$ cat src/hw/rtl/vbab_pkg.sv
package vbab_pkg;

    // Coordinate width actually used from each 32-bit field
    localparam int COORD_WIDTH = 32;
    localparam int FIELD_W     = 32;

    // Exact difference (signed) and its magnitude (unsigned)
    localparam int DIFF_W = COORD_WIDTH + 1;
    localparam int MAG_W  = COORD_WIDTH + 1;

    // Angle and 8.8 bound widths (a bound reaches 256.0)
    localparam int ANG_W  = 8;
    localparam int FRAC_W = 8;
    localparam int BND_W  = ANG_W + FRAC_W + 1;

    // Bisection step counter
    localparam int          STEP_W    = 3;
    localparam logic [STEP_W-1:0] LAST_STEP = STEP_W'(6);

    // Fixed angles and quadrant bounds
    localparam logic [ANG_W-1:0] ANG_POS_Y = ANG_W'(0);
    localparam logic [ANG_W-1:0] ANG_POS_X = ANG_W'(64);
    localparam logic [ANG_W-1:0] ANG_NEG_Y = ANG_W'(128);
    localparam logic [ANG_W-1:0] ANG_NEG_X = ANG_W'(192);

    localparam logic [BND_W-1:0] BND_0    = BND_W'(0);
    localparam logic [BND_W-1:0] BND_64   = BND_W'(64 * 256);
    localparam logic [BND_W-1:0] BND_128  = BND_W'(128 * 256);
    localparam logic [BND_W-1:0] BND_192  = BND_W'(192 * 256);
    localparam logic [BND_W-1:0] BND_256  = BND_W'(256 * 256);
    localparam logic [BND_W-1:0] HALF_RND = BND_W'(128);

    // Result of the shared compare/subtract unit
    typedef struct packed {
        logic             lt;
        logic             eq;
        logic [MAG_W-1:0] diff;
    } t_cmp;

    // Sequencer states
    typedef enum logic [3:0] {
        S_IDLE   = 4'b0001,
        S_SETUP  = 4'b0010,
        S_STEP   = 4'b0100,
        S_FINISH = 4'b1000
    } t_state;

    // Place a whole-unit angle in 8.8 form
    function automatic logic [BND_W-1:0] ang_to_bnd(input logic [ANG_W-1:0] a);
        ang_to_bnd = {1'b0, a, {FRAC_W{1'b0}}};
    endfunction

endpackage

$ cat src/hw/rtl/vbab_alu.sv
module vbab_alu (
    input  logic [vbab_pkg::MAG_W-1:0] i_a,
    input  logic [vbab_pkg::MAG_W-1:0] i_b,
    output vbab_pkg::t_cmp             o_res
);
    import vbab_pkg::*;

    logic [MAG_W:0] w_ab;
    logic [MAG_W:0] w_ba;

    // Subtract both ways; the borrow picks the smaller magnitude
    assign w_ab = {1'b0, i_a} - {1'b0, i_b};
    assign w_ba = {1'b0, i_b} - {1'b0, i_a};

    assign o_res.lt   = w_ab[MAG_W];
    assign o_res.eq   = (i_a == i_b);
    assign o_res.diff = w_ab[MAG_W] ? w_ba[MAG_W-1:0] : w_ab[MAG_W-1:0];

endmodule

$ cat src/hw/rtl/vector_binary_angle_bisection.sv
// Channel   | valid        | stall        | payload
// ----------+--------------+--------------+--------------------------------------------
// request   | i_in_valid   | o_in_stall   | i_source_x, i_source_y, i_target_x, i_target_y
// result    | o_out_valid  | i_out_stall  | o_heading
//
// A request goes from acceptance through set-up and n passes through the shared
// compare/subtract unit to the result register, where n is 0 for a zero or axis
// vector, otherwise 1 to 7. A full result register under stall delays the load.
// The request side stalls from acceptance until the result is loaded.
// The result waits in its own register; the next request is taken meanwhile.
// Synchronous active-low reset clears the sequencer and the result valid.
module vector_binary_angle_bisection (
    input  logic                          i_clk,
    input  logic                          i_rst_n,
    input  logic                          i_in_valid,
    output logic                          o_in_stall,
    input  logic [vbab_pkg::FIELD_W-1:0]  i_source_x,
    input  logic [vbab_pkg::FIELD_W-1:0]  i_source_y,
    input  logic [vbab_pkg::FIELD_W-1:0]  i_target_x,
    input  logic [vbab_pkg::FIELD_W-1:0]  i_target_y,
    output logic                          o_out_valid,
    input  logic                          i_out_stall,
    output logic [vbab_pkg::ANG_W-1:0]    o_heading
);
    import vbab_pkg::*;

    t_state                r_state;
    t_state                n_state;
    logic signed [DIFF_W-1:0] r_dx;
    logic signed [DIFF_W-1:0] r_dy;
    logic [MAG_W-1:0]      r_ax;
    logic [MAG_W-1:0]      r_ay;
    logic [BND_W-1:0]      r_b0;
    logic [BND_W-1:0]      r_b1;
    logic                  r_xhi;
    logic [STEP_W-1:0]     r_step_cnt;
    logic                  r_out_valid;
    logic [ANG_W-1:0]      r_heading;

    logic                  w_in_acc;
    logic                  w_out_load;
    logic signed [DIFF_W-1:0] w_sx, w_sy, w_tx, w_ty;
    logic [BND_W:0]        w_sum;
    logic [BND_W-1:0]      w_mid;
    logic [BND_W-1:0]      w_rnd;
    t_cmp                  w_cmp;

    // Read the low coordinate bits as two's complement
    assign w_sx = {i_source_x[COORD_WIDTH-1], i_source_x[COORD_WIDTH-1:0]};
    assign w_sy = {i_source_y[COORD_WIDTH-1], i_source_y[COORD_WIDTH-1:0]};
    assign w_tx = {i_target_x[COORD_WIDTH-1], i_target_x[COORD_WIDTH-1:0]};
    assign w_ty = {i_target_y[COORD_WIDTH-1], i_target_y[COORD_WIDTH-1:0]};

    assign w_in_acc   = i_in_valid && (r_state == S_IDLE);
    assign w_out_load = (r_state == S_FINISH) && (!r_out_valid || !i_out_stall);

    // Midpoint of the bounds and its rounded angle
    assign w_sum = {1'b0, r_b0} + {1'b0, r_b1};
    assign w_mid = w_sum[BND_W:1];
    assign w_rnd = w_mid + HALF_RND;

    // Shared compare/subtract unit on the two magnitudes
    vbab_alu u_alu (
        .i_a   (r_ax),
        .i_b   (r_ay),
        .o_res (w_cmp)
    );

    // Sequencer
    always_comb begin
        n_state = r_state;
        case (r_state)
            S_IDLE: begin
                if (i_in_valid) n_state = S_SETUP;
            end
            S_SETUP: begin
                if (r_dx == '0 || r_dy == '0) n_state = S_FINISH;
                else                           n_state = S_STEP;
            end
            S_STEP: begin
                if (w_cmp.eq || r_step_cnt == LAST_STEP) n_state = S_FINISH;
            end
            S_FINISH: begin
                if (w_out_load) n_state = S_IDLE;
            end
            default: n_state = S_IDLE;
        endcase
    end

    always_ff @(posedge i_clk) begin
        if (!i_rst_n) begin
            r_state     <= S_IDLE;
            r_out_valid <= 1'b0;
        end else begin
            r_state <= n_state;
            if (w_out_load)                     r_out_valid <= 1'b1;
            else if (r_out_valid && !i_out_stall) r_out_valid <= 1'b0;
        end
    end

    // Datapath registers
    always_ff @(posedge i_clk) begin
        // Form exact differences on acceptance
        if (w_in_acc) begin
            r_dx <= w_tx - w_sx;
            r_dy <= w_ty - w_sy;
        end

        // Take magnitudes and set the quadrant bounds
        if (r_state == S_SETUP) begin
            r_ax       <= r_dx[DIFF_W-1] ? MAG_W'(-r_dx) : MAG_W'(r_dx);
            r_ay       <= r_dy[DIFF_W-1] ? MAG_W'(-r_dy) : MAG_W'(r_dy);
            r_step_cnt <= '0;
            if (r_dx == '0) begin
                // Axis cases collapse both bounds onto the fixed angle
                r_b0 <= r_dy[DIFF_W-1] ? ang_to_bnd(ANG_NEG_Y) : ang_to_bnd(ANG_POS_Y);
                r_b1 <= r_dy[DIFF_W-1] ? ang_to_bnd(ANG_NEG_Y) : ang_to_bnd(ANG_POS_Y);
                r_xhi <= 1'b0;
            end else if (r_dy == '0) begin
                r_b0 <= r_dx[DIFF_W-1] ? ang_to_bnd(ANG_NEG_X) : ang_to_bnd(ANG_POS_X);
                r_b1 <= r_dx[DIFF_W-1] ? ang_to_bnd(ANG_NEG_X) : ang_to_bnd(ANG_POS_X);
                r_xhi <= 1'b0;
            end else if (!r_dx[DIFF_W-1] && !r_dy[DIFF_W-1]) begin
                r_b0 <= BND_0;   r_b1 <= BND_64;  r_xhi <= 1'b1;
            end else if (!r_dx[DIFF_W-1]) begin
                r_b0 <= BND_64;  r_b1 <= BND_128; r_xhi <= 1'b0;
            end else if (r_dy[DIFF_W-1]) begin
                r_b0 <= BND_128; r_b1 <= BND_192; r_xhi <= 1'b1;
            end else begin
                r_b0 <= BND_192; r_b1 <= BND_256; r_xhi <= 1'b0;
            end
        end

        // Advance one bisection step unless the magnitudes already match
        if (r_state == S_STEP && !w_cmp.eq) begin
            r_step_cnt <= r_step_cnt + STEP_W'(1);
            if (w_cmp.lt) begin
                r_ay <= w_cmp.diff;
                if (r_xhi) r_b1 <= w_mid;
                else       r_b0 <= w_mid;
            end else begin
                r_ax <= w_cmp.diff;
                if (r_xhi) r_b0 <= w_mid;
                else       r_b1 <= w_mid;
            end
        end

        // Hold the rounded result for the output side
        if (w_out_load) r_heading <= w_rnd[FRAC_W +: ANG_W];
    end

    assign o_in_stall  = (r_state != S_IDLE);
    assign o_out_valid = r_out_valid;
    assign o_heading   = r_heading;

endmodule

$ cat config.mk
export PLATFORM = sky130hd
export DESIGN_NAME = vector_binary_angle_bisection
export DESIGN_NICKNAME = d
export VERILOG_FILES = /design/src/hw/rtl/vbab_pkg.sv /design/src/hw/rtl/vbab_alu.sv /design/src/hw/rtl/vector_binary_angle_bisection.sv
export SDC_FILE = /design/constraint.sdc
export NUM_CORES = 1
export LEC_CHECK = 0
export BUFFER_PORTS_ARGS = -buffer_cell sky130_fd_sc_hd__clkbuf_2
export CAP_MARGIN = 0
export CORE_MARGIN = 2
export CORE_UTILIZATION = 25
export CTS_CLUSTER_SIZE = 28
export DETAILED_ROUTE_END_ITERATION = 10
export GPL_TIMING_DRIVEN = 0
export MAX_ROUTING_LAYER = met4
export SETUP_SLACK_MARGIN = 0.3
export SYNTH_ARGS = -nofsm -noshare
export SYNTH_HDL_FRONTEND = slang
export SYNTH_SLANG_ARGS = --single-unit
export TNS_END_PERCENT = 10
$ cat constraint.sdc
create_clock -name i_clk -period 3.9 [get_ports i_clk]
set_clock_uncertainty 0.2 [all_clocks]
set_input_delay 0.195 -clock i_clk [delete_from_list [all_inputs] [get_ports i_clk]]
set_output_delay 0.195 -clock i_clk [all_outputs]
set_load 0.1 [all_outputs]
Word level (Yosys, flattened, before mapping)
Cells that the tools add are included.
{"block": "word_totals", "register_bits": 183, "in_bits": 132, "out_inout_bits": 10, "elab_cells": 92}
{"block": "op_classes", "n_addsub": 9, "n_eq_ne": 10, "mux": 43, "reduce_logical": 19}
{"cell": "$mux 33", "n": 9}
{"cell": "$mux 17", "n": 15}
{"cell": "$mux 16", "n": 6}
{"cell": "$logic_not 33->1", "n": 2}
{"cell": "$neg 33->33", "n": 2}
{"cell": "$sub 32x32->33", "n": 2}
{"cell": "$sub 33x33->34", "n": 1}
{"cell": "$eq 33x33->1", "n": 1}
{"cell": "$sub 33x33->33", "n": 1}
{"cell": "$add 17x17->18", "n": 1}
{"cell": "$add 16x8->16 const B", "n": 1}
{"cell": "$mux 4", "n": 4}
{"cell": "$pmux 4 s4", "n": 1}
{"cell": "$mux 15", "n": 1}
{"cell": "$mux 3", "n": 2}
{"cell": "$ne 2x2->1 const B", "n": 3}
{"cell": "$logic_and 1x1->1", "n": 5}
{"cell": "$logic_not 1->1", "n": 5}
{"cell": "$mux 1", "n": 5}
{"cell": "$eq 4x1->1 const B", "n": 1}
{"cell": "$eq 4x2->1 const B", "n": 1}
{"cell": "$eq 4x3->1 const B", "n": 1}
{"cell": "$eq 4x4->1 const B", "n": 1}
{"cell": "$ne 4x1->1 const B", "n": 1}
{"cell": "other kinds (6)", "n": 9}

Logic depth before layout (Yosys ltp)
Gate-level depths: netlist of run 1.
{"block": "depth", "word_depth": 9, "depth_mapped": 14, "mapped_depth_nobuf": 13}

By module
Synthesis of run 1 repeated with hierarchy kept, for this count alone.
{"block": "hier_totals", "cells_unflattened": 1992, "area_unflattened_um2": 15682.5}
{"mod": "vector_binary_angle_bisection", "n_inst": 1, "cells_each": 1430, "area_each_um2": 11991.5, "seq_area_each_um2": 4444.3}
{"mod": "vbab_alu", "n_inst": 1, "cells_each": 562, "area_each_um2": 3691.0, "seq_area_each_um2": 0.0}

Worst setup path before layout of run 1
OpenSTA, ideal clock, no wires.
{"block": "synth_path", "kind": "flip-flop to flip-flop", "from": "register r_state[3]", "to": "register r_dx[0], enable pin", "setup_ns": 0.491, "arrival_time_ns": 4.460, "t_required_ns": 3.209, "setup_slack_ns": -1.251, "path_stages_with_launch": 4, "n_path_buf": 0, "period_less_slack_ns": 5.151, "cell_sequence": "dfxtp_1 nor2_1 nand3b_1 nor2_1"}
{"block": "synth_via", "elab_chain_len": 2}
{"element": "start, declared", "line": "vector_binary_angle_bisection.sv:27", "source": "t_state r_state;"}
{"element": "start signal, assigned", "line": "vector_binary_angle_bisection.sv:95", "source": "r_state <= n_state;"}
{"element": "$eq 4x1->1", "line": "vector_binary_angle_bisection.sv:54", "source": "assign w_in_acc = i_in_valid && (r_state == S_IDLE);"}
{"element": "$logic_and 1x1->1", "line": "vector_binary_angle_bisection.sv:54"}
{"element": "via w_in_acc", "line": "vector_binary_angle_bisection.sv:40", "source": "logic w_in_acc;"}
{"element": "end signal, assigned", "line": "vector_binary_angle_bisection.sv:105", "source": "r_dx <= w_tx - w_sx;"}
{"element": "end, declared", "line": "vector_binary_angle_bisection.sv:29", "source": "logic signed [DIFF_W-1:0] r_dx;"}
The timed path passes the listed nets, and every way through them passes these cells.
A chain may end at the register's enable or synchronous reset.

Final worst setup path of run 1
{"block": "layout_path", "from": "register r_ax[5]", "to": "register r_ay[29]"}
{"block": "layout_via", "elab_chain_len": 4, "elab_cells_between_ends": 8, "classes_between": "add/sub (2); eq/ne (1); mux (3); reduce/logical (2)"}
{"element": "start, declared", "line": "vector_binary_angle_bisection.sv:31", "source": "logic [MAG_W-1:0] r_ax;"}
{"element": "start signal, assigned", "line": "vector_binary_angle_bisection.sv:111", "source": "r_ax <= r_dx[DIFF_W-1] ? MAG_W'(-r_dx) : MAG_W'(r_dx);"}
{"element": "start signal, assigned", "line": "vector_binary_angle_bisection.sv:142", "source": "r_ax <= w_cmp.diff;"}
{"element": "$sub 33x33->34, or another cell as far along", "line": "vbab_alu.sv:12", "source": "assign w_ab = {1'b0, i_a} - {1'b0, i_b};"}
{"element": "$mux 33 or $logic_not 1->1 (tied branches)", "line": "vbab_alu.sv:17, vector_binary_angle_bisection.sv:135"}
{"element": "$mux 33 or $logic_and 1x1->1 (tied branches)", "line": "vector_binary_angle_bisection.sv:137, vector_binary_angle_bisection.sv:135"}
{"element": "$mux 33 (*)", "line": "vector_binary_angle_bisection.sv:135", "source": "if (r_state == S_STEP && !w_cmp.eq) begin"}
{"element": "end signal, assigned", "line": "vector_binary_angle_bisection.sv:112", "source": "r_ay <= r_dy[DIFF_W-1] ? MAG_W'(-r_dy) : MAG_W'(r_dy);"}
{"element": "end signal, assigned", "line": "vector_binary_angle_bisection.sv:138", "source": "r_ay <= w_cmp.diff;"}
{"element": "end, declared", "line": "vector_binary_angle_bisection.sv:32", "source": "logic [MAG_W-1:0] r_ay;"}
Every way passes the cells marked *; elsewhere a longest branch is shown, timed or not.

==> impl_metrics.tcl, run 1 <==
set metrics [dict create \
    io_pins 142 \
    yosysUniqueCellTypes 79 \
    status "finished, final reports clean" \
    synth-adder-area-share_pct 12.77 \
    initial_core_util_pct 25.24 \
    io_buffer_count 141 \
    final_core_util_pct 29.68 \
    numCtsBuffers 17 \
    rsz0062_at_grt "true" \
    synthCells 1920 \
    hp-class "in2reg" \
    finalWeightedCongestion 0.9936 \
    avgViaCountPerCell 4.882 \
    slew_violations 0 \
    dr.pass1.iters 5 \
    final_nets 2385 \
    synth_enable_flop_cells 78 \
    ant_nets 0 \
    ys_seq_elements 183 \
    async_reset_ff_share_pct 0 \
    cp-end-kind "flip-flop" \
    clk_latency_ns 0.47 \
    avgSynthCellArea_um2 8.113 \
    syn_nets 2208 \
    fin_area_um2 18310 \
    die_w_um 253.6 \
    ir_drop_mv 0.3512 \
    drcViolationCount 0 \
    std_cell_rows 91 \
    clkTransAtPathRegs_ns 0.08 \
    finalHoldViolations 0 \
    dr_total_vias 14392 \
    hpwl_mm 36.01 \
    layout_common_cells "inv_1, o21ai_0, nand2_1" \
    path_max_fanout 8 \
    grt_max_degree 38 \
    cts_num_sinks 183 \
    synthSimpleGateAreaFrac_pct 15.41 \
    worst_pin_slew_ns 0.9046 \
    die_h_um 253.6 \
    finalSetupTns_ns 0 \
    setup_violations 0 \
    drtIter0Drc 913 \
    ys_seq_area_share_pct 28.53 \
    worstPathRequired_ns 4.04 \
    core_area_um2 61710 \
    cts_tree "done" \
    critical_path_class "reg2reg" \
    wl_per_cell_um 15.22 \
    max-clock-path-buffers 2 \
    setup_ws_ns 0.2962 \
    htree_levels 4 \
    synth_top_family_by_area "compound AO/OA/AOI/OAI gates" \
    cellLeakagePower_nw 7.958 \
    nFillCells 6735 \
    post_route_cells_drive_above_1_share_pct 12.46 \
    p_per_area_nw_per_um2 708.2 \
    overflow 0 \
    area_growth_pct 17.57 \
    grt_pass1_wl_mm 71.94 \
    dieArea_um2 64320 \
    period_minus_slack_ns 3.604 \
    period_share_pct 92.40 \
    startpoint_type "flip-flop" \
    yosysWarnings 0 \
    max-slew-margin-rel_pct 39.55 \
    place_inst 2899 \
    synth.area.mux_share_pct 0.3855 \
    fin_cells 2948 \
    synth_xor_area_share_pct 10.68 \
    routed_wl_mm 44.88 \
    track_usage_pct 14.37 \
    cap_violations 0 \
    synthFlopType "dfxtp_1" \
    max_freq_mhz 277.5 \
    first_global_vias 13501 \
    crit_arrival_ns 3.75 \
    dpl_cell_area_um2 17360 \
    synth_area_um2 15580 \
    antenna_found_initial 1 \
    clock-root-buffer "clkbuf_16" \
    synth-compound-area-share_pct 25.72 \
    preCtsSetupSlack_ns -0.3591 \
]
[power by group]
part,leakage [nW],switching [mW],internal [mW],total (mW)
combinational,6.08,4.85,3.32,8.16
clock,0.281,0.837,0.935,1.77
sequential,1.60,0.478,2.56,3.03
total,7.96,6.16,6.81,13.0
[per-layer routing]
metal / share of wire [%] / routed length (um) / up-vias / track usage (%)
li1: - / - / 7206 / -
met1: 46 / 20760 / 6784 / 18.39
met2: 46 / 20760 / 339 / 23.36
met3: 4.9 / 2211 / 63 / 2.294
met4: 2.6 / 1146 / 0 / 4.151
met5: 0 / 0 / - / -
[final timing paths]
path | startpoint | endpoint | slack, ns | cells after the start
worst max-delay path | r_ax[5] | r_ay[29] | 0.30 | 12
worst min-delay path | i_source_x[1] | r_dx[1] | 0.009 | 3
worst max register to register | r_ax[5] | r_ay[29] | 0.30 | 12
worst min register to register | r_b0[16] | r_b0[16] | 0.27 | 2
[synthesized netlist by cell type, types with 26 or more instances]
master,number,area [um2]
xor2_1,91,797.0
a21oi_1,141,705.7
ha_1,151,1889
o211ai_1,58,435.4
dfxtp_1,105,2102
o21bai_1,26,195.2
inv_1,182,683.2
nand3_1,55,275.3
nand2_1,173,649.4
xnor2_1,99,867.1
edfxtp_1,78,2342
a21o_1,76,570.6
nor2_1,92,345.3
o21ai_0,183,915.9
clkbuf_1,52,195.2
[state kept, by name, indices dropped and copies added, names as in the netlist]
| register | flops |
|---|---|
| r_dx | 33 |
| r_state | 4 |
| r_ay | 33 |
| r_step_cnt | 3 |
| r_b0 | 17 |
| r_b1 | 17 |
| o_heading | 8 |
| r_ax | 33 |
| o_out_valid | 1 |
| r_xhi | 1 |
| r_dy | 33 |
[metrics by stage]
step | power (mW) | hold slack, ns
after floorplan | 8.805 | 0.1167
after detailed placement | 10.71 | 0.2665
after global routing | 14.02 | 0.01475
after CTS | 12.75 | 0.0003806
final | 12.97 | 0.008534
after global placement | 10.71 | 0.2592
[repair_timing]
item | CTS | global route
hold endpoints to repair | 10 | 0
hold buffers | 9 | 0
setup buffers | 2 | 5
endpoints found under the setup margin | 101 | 106
gates resized for setup | 28 | 48
gates cloned | 0 | 0
pin swaps | 3 | 4
[final cells by class]
cell class	instances	area, um2	area share [%]
Tap cell	837	1047	5.718
Inverter	184	690.7	3.771
Clock buffer	19	454.2	2.480
Multi-Input combinational cell	1473	10270	56.06
Clock inverter	13	138.9	0.7584
Sequential cell	183	4448	24.29
Antenna cell	1	2.502	0.01366
Timing Repair Buffer	158	880.8	4.810
Buffer	80	385.4	2.104
[cells by family (layout without fill, tap and decap cells)]
logic type | after synthesis | in the layout
xor gates and xnor gates | 190 | 190
DFF | 183 | 183
other | 0 | 1
buffers and inverters | 264 | 454
and+or+nand+nor | 493 | 493
adders and majority gates | 156 | 156
muxes | 6 | 6
AOI/OAI and AO/OA | 628 | 628
[critical path: stages (launching register included)]
cell and delay, ns:
dfxtp_1 0.36, inv_1 0.06, ha_1 0.27, clkbuf_2 0.19, nand3_1 0.20, a21o_1 0.25
a31oi_2 0.35, o41ai_4 0.17, o311ai_1 0.40, o211ai_1 0.31, o31ai_1 0.46, xnor2_1 0.16
mux2i_1 0.08
No activity file was read; power rests on OpenSTA's default activity.
==> inputs of run 2 (changes only) <==
--- a/config.mk
+++ b/config.mk
@@ -13,6 +13,7 @@
 export DETAILED_ROUTE_END_ITERATION = 10
 export GPL_TIMING_DRIVEN = 0
 export MAX_ROUTING_LAYER = met4
+export PLACE_DENSITY = 0.42
 export SETUP_SLACK_MARGIN = 0.3
 export SYNTH_ARGS = -nofsm -noshare
 export SYNTH_HDL_FRONTEND = slang
==> constraint.sdc (replaced) <==
create_clock -name i_clk -period 3.9 [get_ports i_clk]
set_clock_uncertainty 0.2 [all_clocks]
set_input_delay 0.39 -clock i_clk [delete_from_list [all_inputs] [get_ports i_clk]]
set_output_delay 0.39 -clock i_clk [all_outputs]
set_load 0.1 [all_outputs]
==> run 2 against run 1 <==
The run now fails in detailed routing. Synthesized cell count unchanged. Synthesized area unchanged. Global-route usage up 1.3 points.
==> impl_metrics.tcl, run 2 <==
set metrics [dict create \
    die_w_um 253.6 \
    overflow 0 \
    endpoint_type "sequential cell input" \
    synth_xor_area_share_pct 10.68 \
    ys_seq_area_share_pct 28.53 \
    numCtsBuffers 17 \
    async_reset_ff_share_pct 0 \
    yosys-top-cells-area "edfxtp_1, dfxtp_1, ha_1" \
    synth_enable_flop_cells 78 \
    yosysMostFrequentCell "o21ai_0" \
    synthFlopType "dfxtp_1" \
    htree_levels 4 \
    synth_top_area_share_pct 15.04 \
    status "aborted with a tool error" \
    io_buffer_count 141 \
    antenna_found_initial 1 \
    track_usage_pct 15.68 \
    syn_nets 2208 \
    finalWeightedCongestion 0.9017 \
    yosysWarnings 0 \
    synthCells 1920 \
    yosysUniqueCellTypes 79 \
    synth-adder-area-share_pct 12.77 \
    synth-compound-area-share_pct 25.72 \
    yosys.area.top_type "edfxtp_1" \
    clock-root-buffer "clkbuf_16" \
    cts_num_sinks 183 \
    synth_commonest_cells "o21ai_0, inv_1, nand2_1" \
    synth_top_family_by_area "compound AO/OA/AOI/OAI gates" \
    preCtsSetupSlack_ns -0.6492 \
    synthSimpleGateAreaFrac_pct 15.41 \
    avgSynthCellArea_um2 8.113 \
    crit_endpoint "o_heading[7]$_DFFE_PP_/D" \
    hpwl_mm 39.78 \
    die_h_um 253.6 \
    grt_max_degree 36 \
    synth.area.mux_share_pct 0.3855 \
    stop_stage "detailed routing" \
    first_global_vias 14210 \
    std_cell_rows 91 \
    synth_area_um2 15580 \
    grt_pass1_wl_mm 77.15 \
    max-clock-path-buffers 2 \
    initial_core_util_pct 25.24 \
    io_pins 142 \
    ys_seq_elements 183 \
    firstError "[ERROR DRT-0255] Maze Route cannot find path of net i_clk in worker of routeBox ( 241500 0 ) ( 253620 48300 )." \
]
-- run 2: logic make-up after synthesis --
logic type	count (synthesis)
compound gates	628
xor+xnor	190
fa+ha+maj	156
buf+inv	264
flops	183
mux	6
simple gates	493
-- run 2: layer usage --
metal and track usage [%]:
met5 -, met2 26.72, met1 19.66, met4 4.756
met3 1.444
-- run 2: per-stage QoR --
step	instance area, um2	utilization, %	std cells	hold slack [ns]
5_1_grt	18430	29.86	2951	0.1148
4_1_cts	18220	29.52	2941	0.09465
3_5_place_dp	17380	28.16	2900	0.2590
3_3_place_gp	17340	28.10	2898	0.2512
2_1_floorplan	15580	-	1920	0.2392
-- run 2: what timing repair did --
action / in CTS / in global routing
hold buffers: 3 / 0
endpoints found under the hold margin: 4 / 0
setup endpoints to repair: 100 / 107
gates resized for setup: 46 / 53
buffers inserted: 6 / 9
cloned: 0 / 1
pin swaps: 3 / 6
==> inputs of run 3 (changes only) <==
--- a/config.mk
+++ b/config.mk
@@ -8,13 +8,10 @@
 export BUFFER_PORTS_ARGS = -buffer_cell sky130_fd_sc_hd__clkbuf_2
 export CAP_MARGIN = 0
 export CORE_MARGIN = 2
-export CORE_UTILIZATION = 25
-export CTS_CLUSTER_SIZE = 28
+export CORE_UTILIZATION = 20
 export DETAILED_ROUTE_END_ITERATION = 10
 export GPL_TIMING_DRIVEN = 0
-export MAX_ROUTING_LAYER = met4
-export PLACE_DENSITY = 0.42
-export SETUP_SLACK_MARGIN = 0.3
+export PLACE_DENSITY_LB_ADDON = 0.15
 export SYNTH_ARGS = -nofsm -noshare
 export SYNTH_HDL_FRONTEND = slang
 export SYNTH_SLANG_ARGS = --single-unit
==> constraint.sdc (replaced) <==
create_clock -name i_clk -period 5.07 [get_ports i_clk]
set_clock_uncertainty 0.2 [all_clocks]
set_input_delay 0.507 -clock i_clk [delete_from_list [all_inputs] [get_ports i_clk]]
set_output_delay 0.507 -clock i_clk [all_outputs]
set_load 0.1 [all_outputs]
==> run 3 against run 2 <==
The flow now finishes without violations. Global-route usage shrank 2.9 points.
==> impl_metrics.tcl, run 3 (synthesized netlist as in run 1, its figures left out) <==
set metrics [dict create \
    holdCritStartpoint "i_rst_n" \
    busiest_layer "met2" \
    wl_per_cell_um 16.47 \
    reg2reg_from "r_ax[28]" \
    grt_max_degree 35 \
    worst_pin_slew_ns 1.074 \
    die_h_um 283.1 \
    post_route_cells_drive_above_1_share_pct 10.41 \
    period_minus_slack_ns 4.450 \
    die_w_um 283.1 \
    layout_common_cells "o21ai_0, inv_1, nand2_1" \
    cts_num_sinks 183 \
    clk_latency_ns 0.50 \
    cellLeakagePower_nw 7.798 \
    grt_use_met1_pct 16.08 \
    clock-root-buffer "clkbuf_16" \
    globalRouteMet3Util_pct 1.739 \
    antenna_found_initial 0 \
    routed_wl_mm 51.66 \
    drtIter0Drc 744 \
    max_freq_mhz 224.7 \
    dr.pass1.iters 5 \
    slew_violations 0 \
    dieArea_um2 80130 \
    io_buffer_count 141 \
    std_cell_rows 102 \
    avgViaCountPerCell 4.525 \
    max-clock-path-buffers 2 \
    clkTransAtPathRegs_ns 0.08 \
    final_core_util_pct 23.54 \
    max-slew-margin-rel_pct 26.55 \
    worstHoldPathCells 2 \
    first_global_vias 14122 \
    final_nets 2370 \
    finalSetupTns_ns 0 \
    cts_setup_buffers 0 \
    rsz0062_at_grt "false" \
    ir_drop_mv 0.3116 \
    io_pins 142 \
    final_common_cell "o21ai_0" \
    cts_resized 0 \
    grt_pass1_wl_mm 80.54 \
    status "finished, final reports clean" \
    setup_violations 0 \
    holdPathEnd "r_state[1]" \
    initial_core_util_pct 20.14 \
    grt_util_met2_pct 22.73 \
    htree_levels 4 \
    postCtsHoldBufs 0 \
    hpwl_mm 42.55 \
    cp-end-kind "flip-flop" \
    period_share_pct 87.77 \
    track_usage_pct 12.77 \
    reg2reg_depth 13 \
    overflow 0 \
    critical_path_class "reg2reg" \
    startpoint_type "flip-flop" \
    path_max_fanout 11 \
    area_growth_pct 16.87 \
    finalWeightedCongestion 0.8553 \
    r2r-end "r_ay[28]" \
    r2r_slack_ns 0.62 \
    crit_arrival_ns 4.66 \
    core_area_um2 77340 \
    hp-class "in2reg" \
    p_per_area_nw_per_um2 540.9 \
    cts_tree "done" \
    worstPathRequired_ns 5.28 \
    finalHoldViolations 0 \
    drcViolationCount 0 \
    dr_total_vias 14190 \
    cap_violations 0 \
    ant_nets 0 \
    numCtsBuffers 17 \
]
run 3: area by class of cell:
class,instances,area (um2)
flip-flops and latches,183,4444
well taps,1040,1301
clock buffers,20,457.9
fillers,8642,59130
repair buffers,143,745.7
plain buffers,80,322.8
inverters,184,690.7
diodes,1,2.502
clock inverters,12,112.6
multi-input cells,1473,10130
run 3: power breakdown:
group          switching (mW)  internal [mW]
registers               0.394           1.96
logic                    3.75           2.40
clock network           0.666          0.672
total                    4.81           5.04
run 3: metrics by stage:
stage / power, mW / cell area, um2 / hold slack [ns] / setup WS [ns] / std cells
2_1_floorplan: 6.774 / 15580 / 0.2392 / 1.020 / 1920
3_3_place_gp: 8.561 / 17590 / 0.2503 / 0.5603 / 3101
3_5_place_dp: 8.533 / 17630 / 0.2558 / 0.5878 / 3103
4_1_cts: 9.949 / 18200 / 0.03758 / 0.5555 / 3135
5_1_grt: 10.73 / 18200 / 0.07746 / 0.1569 / 3135
6_report: 9.848 / 18210 / 0.08641 / 0.6199 / 3136
run 3: worst max-delay path, cell delays in order (launching register included):
cell and delay, ns:
dfxtp_1 0.39, inv_1 0.06, ha_1 0.27, clkbuf_1 0.33
and2_1 0.30, nand3_1 0.15, nor4_1 0.40, nand2_1 0.17
o21bai_1 0.72, or2_1 0.29, buf_2 0.27, clkbuf_1 0.52
o211ai_1 0.18, o31ai_1 0.10
run 3: worst max path at each step:
stage / to / start
floorplan: r_dx[0] / r_state[3]
global placement: r_ay[32] / r_ax[27]
detailed placement: r_ay[32] / r_ax[28]
CTS: r_b0[13] / r_ax[28]
global route: r_b1[13] / r_ax[28]
finish: r_ay[28] / r_ax[28]
run 3: layer usage:
metal / vias to the layer above / routed length, um
li1: 7168 / -
met1: 6822 / 23650
met2: 164 / 26000
met3: 36 / 1206
met4: 0 / 804
met5: - / 0
